===== config.mk =====
export PLATFORM = sky130hd
export DESIGN_NAME = bba_ctrl
export DESIGN_NICKNAME = d
export VERILOG_FILES = /design/src/hdl/bba_pkg.sv /design/src/hdl/bba_ctrl.sv
export SDC_FILE = /design/constraint.sdc
export NUM_CORES = 1
export LEC_CHECK = 0
export BUFFER_PORTS_ARGS = -buffer_cell sky130_fd_sc_hd__buf_4
export CAP_MARGIN = 40
export CORE_ASPECT_RATIO = 1.4
export CORE_MARGIN = 2
export CORE_UTILIZATION = 43
export DETAILED_ROUTE_END_ITERATION = 8
export PLACE_DENSITY = 0.72
export SYNTH_ARGS = -nofsm -noshare
export SYNTH_HDL_FRONTEND = slang
export SYNTH_SLANG_ARGS = --single-unit

===== constraint.sdc =====
create_clock -name clk -period 6.73 [get_ports clk]
set_clock_uncertainty 0.1 [all_clocks]
set_input_delay 1.0095 -clock clk [delete_from_list [all_inputs] [get_ports clk]]
set_output_delay 1.0095 -clock clk [all_outputs]
set_load 0.03 [all_outputs]

===== src/hdl/bba_pkg.sv =====
// Package for the bitmap block allocator: sizes, request and status codes,
// beat payload types, controller state type and the lowest-clear-bit helper.
// No dependencies.
package bba_pkg;

  // Map geometry
  localparam int BLOCK_BYTES = 4096;
  localparam int MAX_BLOCKS  = 32768;
  localparam int WORD_W      = 32;
  localparam int BIT_W       = $clog2(WORD_W);
  localparam int MAP_WORDS   = (MAX_BLOCKS + WORD_W - 1) / WORD_W;
  localparam int IDX_W       = $clog2(MAP_WORDS);
  localparam int BLK_SHIFT   = $clog2(BLOCK_BYTES);   // block size is a power of two
  localparam int ADDR_W      = 32;
  localparam int BLK_W       = ADDR_W - BLK_SHIFT;
  localparam int CNT_W       = 16;
  localparam int LIVE_W      = $clog2(MAX_BLOCKS + 1);

  localparam logic [WORD_W-1:0] FULL_WORD = '1;

  // Request codes
  localparam logic [1:0] REQ_FREE  = 2'd0;
  localparam logic [1:0] REQ_USED  = 2'd1;
  localparam logic [1:0] REQ_ALLOC = 2'd2;

  // Status codes
  localparam logic [1:0] STAT_DONE    = 2'd0;
  localparam logic [1:0] STAT_IGNORED = 2'd1;
  localparam logic [1:0] STAT_NO_MEM  = 2'd2;

  typedef struct packed {
    logic [1:0]        req_type;
    logic [ADDR_W-1:0] byte_address;
  } in_item_t;

  typedef struct packed {
    logic [ADDR_W-1:0] block_address;
    logic [1:0]        status;
  } out_item_t;

  // Memory access group from controller to map RAM
  typedef struct packed {
    logic              rd_en;
    logic [IDX_W-1:0]  rd_addr;
    logic              wr_en;
    logic [IDX_W-1:0]  wr_addr;
    logic [WORD_W-1:0] wr_data;
  } mem_req_t;

  typedef enum logic [2:0] {
    S_INIT,
    S_IDLE,
    S_MARK,
    S_SCAN,
    S_FIN
  } state_t;

  // Position of the lowest clear bit; isolate it as a one-hot, then encode
  function automatic logic [BIT_W-1:0] low_clear(input logic [WORD_W-1:0] w);
    logic [WORD_W-1:0] inv;
    logic [WORD_W-1:0] hot;
    logic [BIT_W-1:0]  pos;
    inv = ~w;
    hot = inv & (~inv + WORD_W'(1));
    pos = '0;
    for (int i = 0; i < WORD_W; i++) begin
      if (hot[i]) pos = pos | BIT_W'(i);
    end
    return pos;
  endfunction

endpackage


===== src/hdl/bba_ctrl.sv =====
// Allocator controller: map fill after reset, mark read-modify-write,
// first-fit word scan, result register and block_count register.
// Depends on bba_pkg; drives the map RAM through a bba_pkg::mem_req_t.
module bba_ctrl (
  input  logic                           clk,
  input  logic                           rst_n,
  input  logic                           in_valid,
  output logic                           in_ready,
  input  bba_pkg::in_item_t              in_data,
  output logic                           out_valid,
  input  logic                           out_ready,
  output bba_pkg::out_item_t             out_data,
  input  logic                           cfg_valid,
  output logic                           cfg_ready,
  input  logic [bba_pkg::CNT_W-1:0]      cfg_data,
  output bba_pkg::mem_req_t              mem,
  input  logic [bba_pkg::WORD_W-1:0]     rd_data
);

  bba_pkg::state_t state_r, state_nxt;
  logic [bba_pkg::IDX_W-1:0]  idx_r, idx_nxt;
  logic [bba_pkg::BIT_W-1:0]  bit_r, bit_nxt;
  logic                       set_r, set_nxt;
  logic [1:0]                 pstat_r, pstat_nxt;
  logic [bba_pkg::ADDR_W-1:0] paddr_r, paddr_nxt;
  logic                       out_valid_r, out_valid_nxt;
  bba_pkg::out_item_t         out_data_r, out_data_nxt;
  logic [bba_pkg::CNT_W-1:0]  count_r, count_nxt;

  logic [bba_pkg::LIVE_W-1:0]  live;
  logic [bba_pkg::LIVE_W:0]    words_sum;
  logic [bba_pkg::IDX_W:0]     words;
  logic                        in_fire;
  logic                        slot_free;
  logic [bba_pkg::BLK_W-1:0]   in_blk;
  logic                        in_aligned;
  logic                        in_range;
  logic                        mark_ok;
  logic                        is_alloc;
  logic [bba_pkg::IDX_W-1:0]   in_word;
  logic [bba_pkg::BIT_W-1:0]   in_bit;
  logic                        word_open;
  logic                        last_word;
  logic [bba_pkg::BIT_W-1:0]   free_bit;
  logic [bba_pkg::IDX_W+bba_pkg::BIT_W-1:0] found_blk;
  logic                        found_over;
  logic [bba_pkg::WORD_W-1:0]  bit_hot;
  logic [bba_pkg::WORD_W-1:0]  free_hot;

  // Effective count and number of words it spans
  assign live = (32'(count_r) > 32'(bba_pkg::MAX_BLOCKS)) ?
                bba_pkg::LIVE_W'(bba_pkg::MAX_BLOCKS) : bba_pkg::LIVE_W'(count_r);
  assign words_sum = {1'b0, live} + (bba_pkg::LIVE_W+1)'(bba_pkg::WORD_W - 1);
  assign words     = words_sum[bba_pkg::BIT_W +: bba_pkg::IDX_W+1];

  // Handshakes
  assign in_ready  = (state_r == bba_pkg::S_IDLE);
  assign in_fire   = in_valid && in_ready;
  assign slot_free = !out_valid_r || out_ready;
  assign cfg_ready = 1'b1;
  assign out_valid = out_valid_r;
  assign out_data  = out_data_r;

  // Decode an incoming mark
  assign in_blk     = in_data.byte_address[bba_pkg::ADDR_W-1:bba_pkg::BLK_SHIFT];
  assign in_aligned = (in_data.byte_address[bba_pkg::BLK_SHIFT-1:0] == '0);
  assign in_range   = (32'(in_blk) < 32'(live));
  assign mark_ok    = (in_data.req_type inside {bba_pkg::REQ_FREE, bba_pkg::REQ_USED}) &&
                      in_aligned && in_range;
  assign is_alloc   = (in_data.req_type == bba_pkg::REQ_ALLOC);
  assign in_word    = in_blk[bba_pkg::BIT_W +: bba_pkg::IDX_W];
  assign in_bit     = in_blk[bba_pkg::BIT_W-1:0];

  // Scan step on the word just read
  assign word_open  = (rd_data != bba_pkg::FULL_WORD);
  assign last_word  = (({1'b0, idx_r} + (bba_pkg::IDX_W+1)'(1)) == words);
  assign free_bit   = bba_pkg::low_clear(rd_data);
  assign found_blk  = {idx_r, free_bit};
  assign found_over = (32'(found_blk) >= 32'(live));
  assign bit_hot    = bba_pkg::WORD_W'(1) << bit_r;
  assign free_hot   = bba_pkg::WORD_W'(1) << free_bit;

  // Next state
  always_comb begin
    state_nxt = state_r;
    case (state_r)
      bba_pkg::S_INIT: begin
        if (idx_r == bba_pkg::IDX_W'(bba_pkg::MAP_WORDS - 1)) state_nxt = bba_pkg::S_IDLE;
      end
      bba_pkg::S_IDLE: begin
        if (in_fire) begin
          if (mark_ok) state_nxt = bba_pkg::S_MARK;
          else if (is_alloc && words != '0) state_nxt = bba_pkg::S_SCAN;
          else state_nxt = bba_pkg::S_FIN;
        end
      end
      bba_pkg::S_MARK: begin
        state_nxt = bba_pkg::S_FIN;
      end
      bba_pkg::S_SCAN: begin
        if (word_open || last_word) state_nxt = bba_pkg::S_FIN;
      end
      bba_pkg::S_FIN: begin
        if (slot_free) state_nxt = bba_pkg::S_IDLE;
      end
      default: state_nxt = bba_pkg::S_IDLE;
    endcase
  end

  // Datapath, memory access and result load
  always_comb begin
    mem           = '0;
    idx_nxt       = idx_r;
    bit_nxt       = bit_r;
    set_nxt       = set_r;
    pstat_nxt     = pstat_r;
    paddr_nxt     = paddr_r;
    out_valid_nxt = out_valid_r && !out_ready;
    out_data_nxt  = out_data_r;
    count_nxt     = (cfg_valid && cfg_ready) ? cfg_data : count_r;
    case (state_r)
      bba_pkg::S_INIT: begin
        mem.wr_en   = 1'b1;
        mem.wr_addr = idx_r;
        mem.wr_data = bba_pkg::FULL_WORD;
        idx_nxt     = idx_r + bba_pkg::IDX_W'(1);
      end
      bba_pkg::S_IDLE: begin
        if (in_fire) begin
          paddr_nxt = '0;
          if (mark_ok) begin
            mem.rd_en   = 1'b1;
            mem.rd_addr = in_word;
            idx_nxt     = in_word;
            bit_nxt     = in_bit;
            set_nxt     = (in_data.req_type == bba_pkg::REQ_USED);
            pstat_nxt   = bba_pkg::STAT_DONE;
          end else if (is_alloc) begin
            // no-memory stands if the count spans no word
            mem.rd_en   = 1'b1;
            mem.rd_addr = '0;
            idx_nxt     = '0;
            pstat_nxt   = bba_pkg::STAT_NO_MEM;
          end else begin
            pstat_nxt   = bba_pkg::STAT_IGNORED;
          end
        end
      end
      bba_pkg::S_MARK: begin
        mem.wr_en   = 1'b1;
        mem.wr_addr = idx_r;
        mem.wr_data = set_r ? (rd_data | bit_hot) : (rd_data & ~bit_hot);
      end
      bba_pkg::S_SCAN: begin
        if (word_open) begin
          if (found_over) begin
            pstat_nxt = bba_pkg::STAT_NO_MEM;
          end else begin
            mem.wr_en   = 1'b1;
            mem.wr_addr = idx_r;
            mem.wr_data = rd_data | free_hot;
            pstat_nxt   = bba_pkg::STAT_DONE;
            paddr_nxt   = bba_pkg::ADDR_W'(found_blk) << bba_pkg::BLK_SHIFT;
          end
        end else if (last_word) begin
          pstat_nxt = bba_pkg::STAT_NO_MEM;
        end else begin
          // advance to the next word
          mem.rd_en   = 1'b1;
          mem.rd_addr = idx_r + bba_pkg::IDX_W'(1);
          idx_nxt     = idx_r + bba_pkg::IDX_W'(1);
        end
      end
      bba_pkg::S_FIN: begin
        if (slot_free) begin
          out_valid_nxt              = 1'b1;
          out_data_nxt.block_address = paddr_r;
          out_data_nxt.status        = pstat_r;
        end
      end
      default: begin
      end
    endcase
  end

  // Control registers
  always_ff @(posedge clk) begin
    if (!rst_n) begin
      state_r     <= bba_pkg::S_INIT;
      idx_r       <= '0;
      out_valid_r <= 1'b0;
      count_r     <= bba_pkg::CNT_W'(32768);
    end else begin
      state_r     <= state_nxt;
      idx_r       <= idx_nxt;
      out_valid_r <= out_valid_nxt;
      count_r     <= count_nxt;
    end
  end

  // Payload registers
  always_ff @(posedge clk) begin
    bit_r      <= bit_nxt;
    set_r      <= set_nxt;
    pstat_r    <= pstat_nxt;
    paddr_r    <= paddr_nxt;
    out_data_r <= out_data_nxt;
  end

endmodule


# After elaboration in Yosys (flattened, before gate mapping)
# Cells that the tools add are included.
[word_totals]
elab_cells = 194
inputBits = 87
reg_bits = 104
[classes]
n_shift = 2
eq_ne = 20
bitwise_logic = 7
order_cmp = 3
n_mux = 126
n_addsub = 4
n_reduce_logical = 22
[ops]
columns = ["op", "n"]
rows = [
  ["$mux W32", 8],
  ["$mux W43", 5],
  ["$mux W11", 14],
  ["$mux W10", 14],
  ["$pmux W43 S3", 1],
  ["$mux W5", 21],
  ["$not A32 Y32", 3],
  ["$mux W34", 2],
  ["$and A32 B32 Y32", 2],
  ["$or A32 B32 Y32", 2],
  ["$pmux W32 S2", 1],
  ["$shl A1 B5 Y32 const A", 2],
  ["$mux W3", 19],
  ["$mux W2", 19],
  ["$add A32 B1 Y32 const B", 1],
  ["$mux W4", 8],
  ["$ne A32 B32 Y1 const B", 1],
  ["$pmux W10 S3", 1],
  ["$pmux W11 S2", 1],
  ["$lt A20 B16 Y1", 1],
  ["$add A16 B5 Y16 const B", 1],
  ["$ge A15 B16 Y1", 1],
  ["$gt A16 B16 Y1 const B", 1],
  ["$mux W16", 1],
  ["other kinds (29)", 54],
]

# Logic depth before layout (Yosys ltp)
# Gate-level depths: netlist (run 1).
[logic_depth]
depth_word = 43
depth_mapped = 19
depth_no_buf = 17

# Worst setup path before layout (run 1)
# Ideal clock, no wire load.
[synth_timing]
path_kind = "input-to-output"
start = "input rd_data[0] in the netlist's numbering"
end = "output mem[16] in the netlist's numbering"
path_stages = 18
arrival_ns = 4.894
path_buffers = 3
path_slack_ns = 0.727
required_ns = 5.620
path_cell_list = "clkbuf_1 > nand4_1 > nor3_2 > and3_1 > o21ai_0 > and2_1 > clkbuf_1 > ha_1 > nand2b_1 > a21o_1 > a21o_1 > a21oi_1 > o21ai_0 > a211o_1 > a21oi_1 > nand2_1 > clkbuf_1 > o21ai_0"
[synth_rtl]
columns = ["item", "line", "rtl"]
rows = [
  ["from (decl)", "bba_ctrl.sv:17", "input logic [bba_pkg::WORD_W-1:0] rd_data"],
  ["to (decl)", "bba_ctrl.sv:16", "output bba_pkg::mem_req_t mem,"],
]

==> results of run 1 <==
## worst paths after layout
kind	from	to	slack, ns
worst max-delay path	rd_data[0]	mem[6]	0.49
worst min-delay path	paddr_r[26]	out_data[28]	0.32
worst max register to register	count_r[15]	idx_r[7]	2.75
worst min register to register	paddr_r[26]	out_data[28]	0.32
## power by group through the flow
stage | Sequential [µW] | Combinational [µW] | Clock (µW)
6_report | 471 | 187 | 458
4_1_cts | 471 | 185 | 465
3_5_place_dp | 480 | 184 | 0
5_1_grt | 472 | 205 | 481
3_3_place_gp | 480 | 183 | 0
2_1_floorplan | 473 | 116 | 0
## synth_stat cells, drive strengths merged (6+ instances only)
master,n,area [µm²]
and4,6,52.6
and2,8,52.6
ha,31,388
nor4,8,50.1
nor2b,22,138
o211ai,8,60.1
mux2i,27,270
xnor2,11,104
nand4,13,87.6
xor2,10,87.6
nand3,26,135
a31oi,16,100
buf,32,211
nor3,24,148
a31o,13,114
and3,20,125
nand2,83,312
edfxtp,40,1200
nand2b,11,68.8
or3,19,119
clkbuf,36,135
o22a,6,52.6
nor2,71,279
inv,25,93.8
a21o,7,52.6
a211oi,8,72.6
a21oi,36,180
dfxtp,30,601
o21ai,73,365
## state kept, by name (all words and copies together) (netlist names)
register / cells
state_r: 3
paddr_r: 15
set_r: 1
bit_r: 5
count_r: 16
idx_r: 10
out_data: 17
pstat_r: 2
out_valid: 1
## critical path, stage by stage
cell	delay, ns
buf_4	0.14
nand4_1	0.23
nor3_2	0.21
buf_4	0.18
and3_1	0.29
and2_1	0.18
nand3_1	0.08
o211a_1	0.28
inv_1	0.11
ha_1	0.24
a21o_1	0.15
a21o_1	0.17
a21oi_1	0.12
o21ai_0	0.10
a211o_1	0.31
a21oi_1	0.16
nand2_1	0.52
o21ai_0	0.42
buf_4	0.21
## metrics by stage
step,cell area (µm²),total power (µW)
after floorplan,6400,588
after global placement,7550,663
after detailed placement,7580,664
after CTS,7870,1120
after global routing,7870,1160
final,7870,1120
## routing by layer
| metal | track usage | up-vias | wire, µm |
|---|---|---|---|
| met5 | 0 | - | 0 |
| met4 | 0.141 | 0 | 972 |
| met3 | 0.0353 | 67 | 1400 |
| met2 | 0.464 | 326 | 10600 |
| met1 | 0.309 | 3077 | 7990 |
| li1 | - | 3182 | - |
## cell families after synthesis
kind of cell,after synthesis,share of synthesized area
fa+ha+maj,31,0.0612
mux,27,0.0426
simple gates,327,0.266
compound gates,224,0.242
other cells,2,0.00118
xor+xnor,22,0.0338
flops,70,0.284
buf+inv,93,0.0695
## layout by cell type (no fill, tap or decap), types with 8 or more instances in the layout
cell type,Yosys,layout
edfxtp_1,40,40
nor2_1,68,68
conb_1,2,18
o21ai_0,73,73
nand4_1,12,12
a21oi_1,36,36
xor2_1,10,10
a31oi_1,16,16
buf_4,19,168
inv_1,24,24
and3_1,20,20
a31o_2,13,13
dfxtp_1,30,30
nor4_1,8,8
mux2i_1,27,27
ha_1,31,31
or3_1,19,19
clkbuf_16,0,9
nor2b_1,22,22
o211ai_1,8,8
nand2_1,83,83
xnor2_1,10,10
nand2b_1,11,11
nand3_1,25,25
nor3_1,21,21
## area by class of cell
cell class / count / area, µm² / share of cell area
Sequential cell: 70 / 1800 / 0.229
Clock inverter: 7 / 63.8 / 0.00811
Clock buffer: 9 / 225 / 0.0286
Inverter: 25 / 93.8 / 0.0119
Timing Repair Buffer: 170 / 1290 / 0.164
Tap cell: 189 / 236 / 0.0301
Multi-Input combinational cell: 649 / 4160 / 0.528
==> flow_metrics.tcl, run 1 <==
set metrics [dict create \
    status "complete, no violations" \
    pwr-share-clk 0.410 \
    wl_per_cell_um 18.7 \
    hold_viol 0 \
    post-place-ws_ns 0.530 \
    cts_tree "done" \
    h-tree-depth 3 \
    cts_buffer_depth 2 \
    syn_area_um2 6340 \
    grt_pass1_wl_mm 32.9 \
    drt_iter0_markers 447 \
    finalWorstSetupSlack_ns 0.488 \
    grt_pass1_vias 6207 \
    fin_nets 1043 \
    dieHeight_um 148 \
    slew_headroom 0.445 \
    placedCellCount 1103 \
    postCtsResizedCells 0 \
    p_int_uw 795 \
    synth_warnings 0 \
    cp-start-kind "input pin" \
    slew_viol_final 0 \
    grt_overflow 0 \
    row_count 52 \
    antenna_found_initial 0 \
    hold_ws_ns 0.315 \
    rsz0062_at_grt "false" \
    first_pass_iters 7 \
    p_comb_frac 0.168 \
    fin_setup_tns_ns 0 \
    p_seq_frac 0.422 \
    insertion_delay_ns 0.34 \
    place.gp.congestion 0.941 \
    fillers 1430 \
    port_buffers 159 \
    cts_hold_buf 0 \
    synth_seq_cells 70 \
    whs_path_depth 0 \
    setup_violations 0 \
    synthCells 796 \
    finalWirelength_mm 20.9 \
    path_clk_slew_ns 0.06 \
    place_hpwl_mm 16.1 \
    syn2layout_area_growth_pct 24.1 \
    drive_above_1_share 0.237 \
    end_kind "primary output" \
    cp_data_arrival_time_ns 5.13 \
    cts.sinks 70 \
    period_needed_ns 6.24 \
    fin_util 0.545 \
    synth_cell_types 79 \
    crit_required_ns 5.62 \
    drc 0 \
    finalNonFillerCells 1119 \
    yosysSeqAreaShare 0.284 \
    p_leak_uw 0.00332 \
    powerDensity_nw_per_um2 142 \
    max_freq_ghz 0.160 \
    initial_utilization 0.439 \
    async_reset_ff_frac 0 \
    grt_max_degree 46 \
    tightest_slew_ns 0.830 \
    vias_per_cell 5.94 \
    drtAntennaViolNets 0 \
    coreArea_um2 14400 \
    critical_path_class "input pin to primary output" \
    fin_crit_sh 0.928 \
    cts-root-buf "clkbuf_16" \
    avgSynthCellArea_um2 7.96 \
    sw_frac_of_total 0.288 \
    min_path_type "register to register" \
    synth_edf_count 40 \
    ys.flop_type "edfxtp_1" \
    reg2reg_depth 14 \
    crit_fanout 28 \
    numCtsBuffers 9 \
    die-area_um2 15700 \
    die_x_um 107 \
    p_sw_uw 321 \
    grt_util_all_layers 0.264 \
    ir_drop_mv 0.125 \
    pin_count 178 \
    num_vias 6652 \
    cts_setup_buffers 0 \
    diodes 0 \
    maxCapViolCount 0 \
]
Note: power is estimated with default switching activity, not from simulation.
==> run 2: changes to the inputs <==
- ABC_AREA: unset -> 1
- CORE_ASPECT_RATIO: 1.4 -> 0.5
==> run 2 against run 1 <==
Effect of this change:
- synthesized area rose by 1.9%
- synthesized cell count up 29%
- global-route usage increased by 3.1 points
- register-to-register slack improved by 0.14 ns
==> flow_metrics.tcl, run 2 <==
set metrics [dict create \
    diodes 0 \
    first_pass_iters 5 \
    rsz0062_at_grt "false" \
    port_buffers 159 \
    layout_common_cells "235 x nand2_1, 165 x buf_4, 142 x nor2_1, 124 x inv_1, 119 x nand3_1" \
    syn_area_um2 6460 \
    synth_top_family_by_area "simple AND/OR/NAND/NOR gates" \
    die_x_um 177 \
    maxCapViolCount 0 \
    numCtsBuffers 9 \
    synth_seq_cells 70 \
    end_kind "primary output" \
    avgSynthCellArea_um2 6.28 \
    dieHeight_um 90.7 \
    fillers 1481 \
    synth.most_common_cell "nand2_1" \
    synth_area_leaders "edfxtp_1 19%, nand2_1 14%, dfxtp_1 9.3%" \
    yosys-top-cells-count "235 x nand2_1, 144 x nor2_1, 124 x inv_1" \
    pin_count 178 \
    synth.area.mux_share 0 \
    synthSimpleGateAreaFrac 0.391 \
    cp-start-kind "input pin" \
    crit_required_ns 5.62 \
    hold_viol 0 \
    drt_iter0_markers 629 \
    ir_drop_mv 0.186 \
    cts_tree "done" \
    synth_warnings 0 \
    multi_input_area_um2 3970 \
    reg2reg_depth 18 \
    yosys.area.top_type "edfxtp_1" \
    r2r_slack_ns 2.89 \
    grt_pass1_wl_mm 37.1 \
    fin_crit_sh 0.938 \
    antenna_found_initial 0 \
    cp-endpoint "mem[26]" \
    ys.flop_type "edfxtp_1" \
    cts_setup_buffers 0 \
    worstSetupStartpoint "rd_data[0]" \
    yosysTopAreaCellShare 0.186 \
    fin_setup_tns_ns 0 \
    drtAntennaViolNets 0 \
    min_path_type "register to register" \
    largest_register_ffs 17 \
    synth-compound-area-share 0.146 \
    r2r_start "count_r[2]" \
    period_needed_ns 6.32 \
    synthCells 1028 \
    place_hpwl_mm 18.8 \
    tightest_slew_ns 0.902 \
    p_leak_uw 0.00397 \
    syn2layout_area_growth_pct 26.4 \
    drc 0 \
    synth_cell_types 47 \
    finalWirelength_mm 23.7 \
    fin_util 0.560 \
    die-area_um2 16100 \
    register_area_um2 1800 \
    slew_viol_final 0 \
    critical_path_class "input pin to primary output" \
    timing.rr.end "idx_r[6]" \
    cts-root-buf "clkbuf_16" \
    place.gp.congestion 0.970 \
    row_count 31 \
    cts_buffer_depth 2 \
    fin_nets 1290 \
    coreArea_um2 14600 \
    cts.sinks 70 \
    grt_util_all_layers 0.296 \
    layout_commonest_cell "nand2_1" \
    grt_max_degree 33 \
    initial_utilization 0.443 \
    grt_pass1_vias 6957 \
    setup_violations 0 \
    h-tree-depth 3 \
    num_vias 7613 \
    synth_xor_area_frac 0.00407 \
    wl_per_cell_um 17.2 \
    synth_edf_count 40 \
    synth_adder_area_share 0.0600 \
    grt_overflow 0 \
    cp_data_arrival_time_ns 5.21 \
    hold_ws_ns 0.315 \
    path_clk_slew_ns 0.06 \
    max_freq_ghz 0.158 \
    crit_fanout 32 \
    status "complete, no violations" \
    yosysSeqAreaShare 0.279 \
    async_reset_ff_frac 0 \
    vias_per_cell 5.54 \
    power_uw 2890 \
    insertion_delay_ns 0.34 \
    powerDensity_nw_per_um2 353 \
    slew_headroom 0.394 \
    drive_above_1_share 0.175 \
]
## run 2: cell count changes after synthesis, moves of 10 or more
cell,before,now
nand2_1,83,235
nor2b_1,22,0
nand2b_1,11,0
mux2i_1,27,0
nand3_1,25,119
xnor2_1,10,0
nor2_1,68,144
and3_1,20,0
o211ai_1,8,23
or3_1,19,0
a31o_2,13,0
a31oi_1,16,3
inv_1,24,124
## run 2: kinds of logic (layout without fill, tap and decap cells)
group                    count (synthesis)  after routing
AND/OR/NAND/NOR                        576            576
flip-flops                              70             70
buffers and inverters                  180            313
AO/OA/AOI/OAI                          166            166
adder cells (fa/ha/maj)                 31             31
XOR/XNOR                                 3              3
other                                    2             18
## run 2: metal layers
layer,wire [µm],track usage,vias to the layer above,part of all wire
met5,0,0,-,0
met4,562,0.0867,0,0.024
met3,1980,0.0480,47,0.084
met2,10500,0.482,335,0.44
met1,10600,0.402,3517,0.45
li1,-,-,3714,-
## run 2: layout make-up
type | instances | share of cell area
well taps | 198 | 0.0303
flip-flops and latches | 70 | 0.221
clock buffers | 9 | 0.0276
multi-input cells | 794 | 0.486
inverters | 129 | 0.0593
clock inverters | 7 | 0.0179
repair buffers | 168 | 0.158
## run 2: power breakdown
group	switching, µW	total, µW	internal [µW]	leakage (µW)
Sequential	55.0	612	557	0.000621
Combinational	1120	1680	557	0.00317
Clock	194	595	401	0.000180
Total	1370	2890	1520	0.00397
## run 2: per-stage QoR
stage | cell area (µm²) | std cells | worst slack [ns]
final | 8170 | 1375 | 0.415
after global routing | 8170 | 1375 | 0.00128
after CTS | 8140 | 1375 | 0.235
after detailed placement | 7770 | 1359 | 0.268
after global placement | 7720 | 1356 | 0.334
after floorplan | 6520 | 1044 | 1.19
## run 2: worst min-delay path by stage
stage / startpoint / to / slack (ns) / cells past startpoint
floorplan: pstat_r[0] / out_data[0] / 0.30 / 0
global placement: paddr_r[20] / out_data[22] / 0.30 / 0
detailed placement: paddr_r[26] / out_data[28] / 0.30 / 0
CTS: paddr_r[19] / out_data[21] / 0.32 / 0
global route: paddr_r[19] / out_data[21] / 0.32 / 0
finish: paddr_r[19] / out_data[21] / 0.31 / 0
## run 2: worst max-delay path, cell delays in order
cell,delay (ns)
buf_4,0.10
nand2_1,0.12
nor2_2,0.21
nand2_1,0.16
nor3_2,0.20
nand3_1,0.15
nor2_2,0.23
nand2_2,0.16
nor3_2,0.30
nand3b_1,0.20
nor3_1,0.08
nand3_1,0.12
ha_1,0.27
a21oi_1,0.12
o21ai_0,0.09
a21o_1,0.16
a21oi_1,0.11
o21ai_0,0.10
nand2_1,0.07
a21oi_1,0.05
nor2_1,0.10
nand2_1,0.10
nor2_1,0.20
buf_6,0.29
o21ai_0,0.19
nand3_1,0.12
buf_4,0.18
## run 2: what timing repair did
item                                    in CTS  in global routing
gates resized for setup                      0                  6
hold buffers                                 0                  0
endpoints found under the setup margin       0                 42
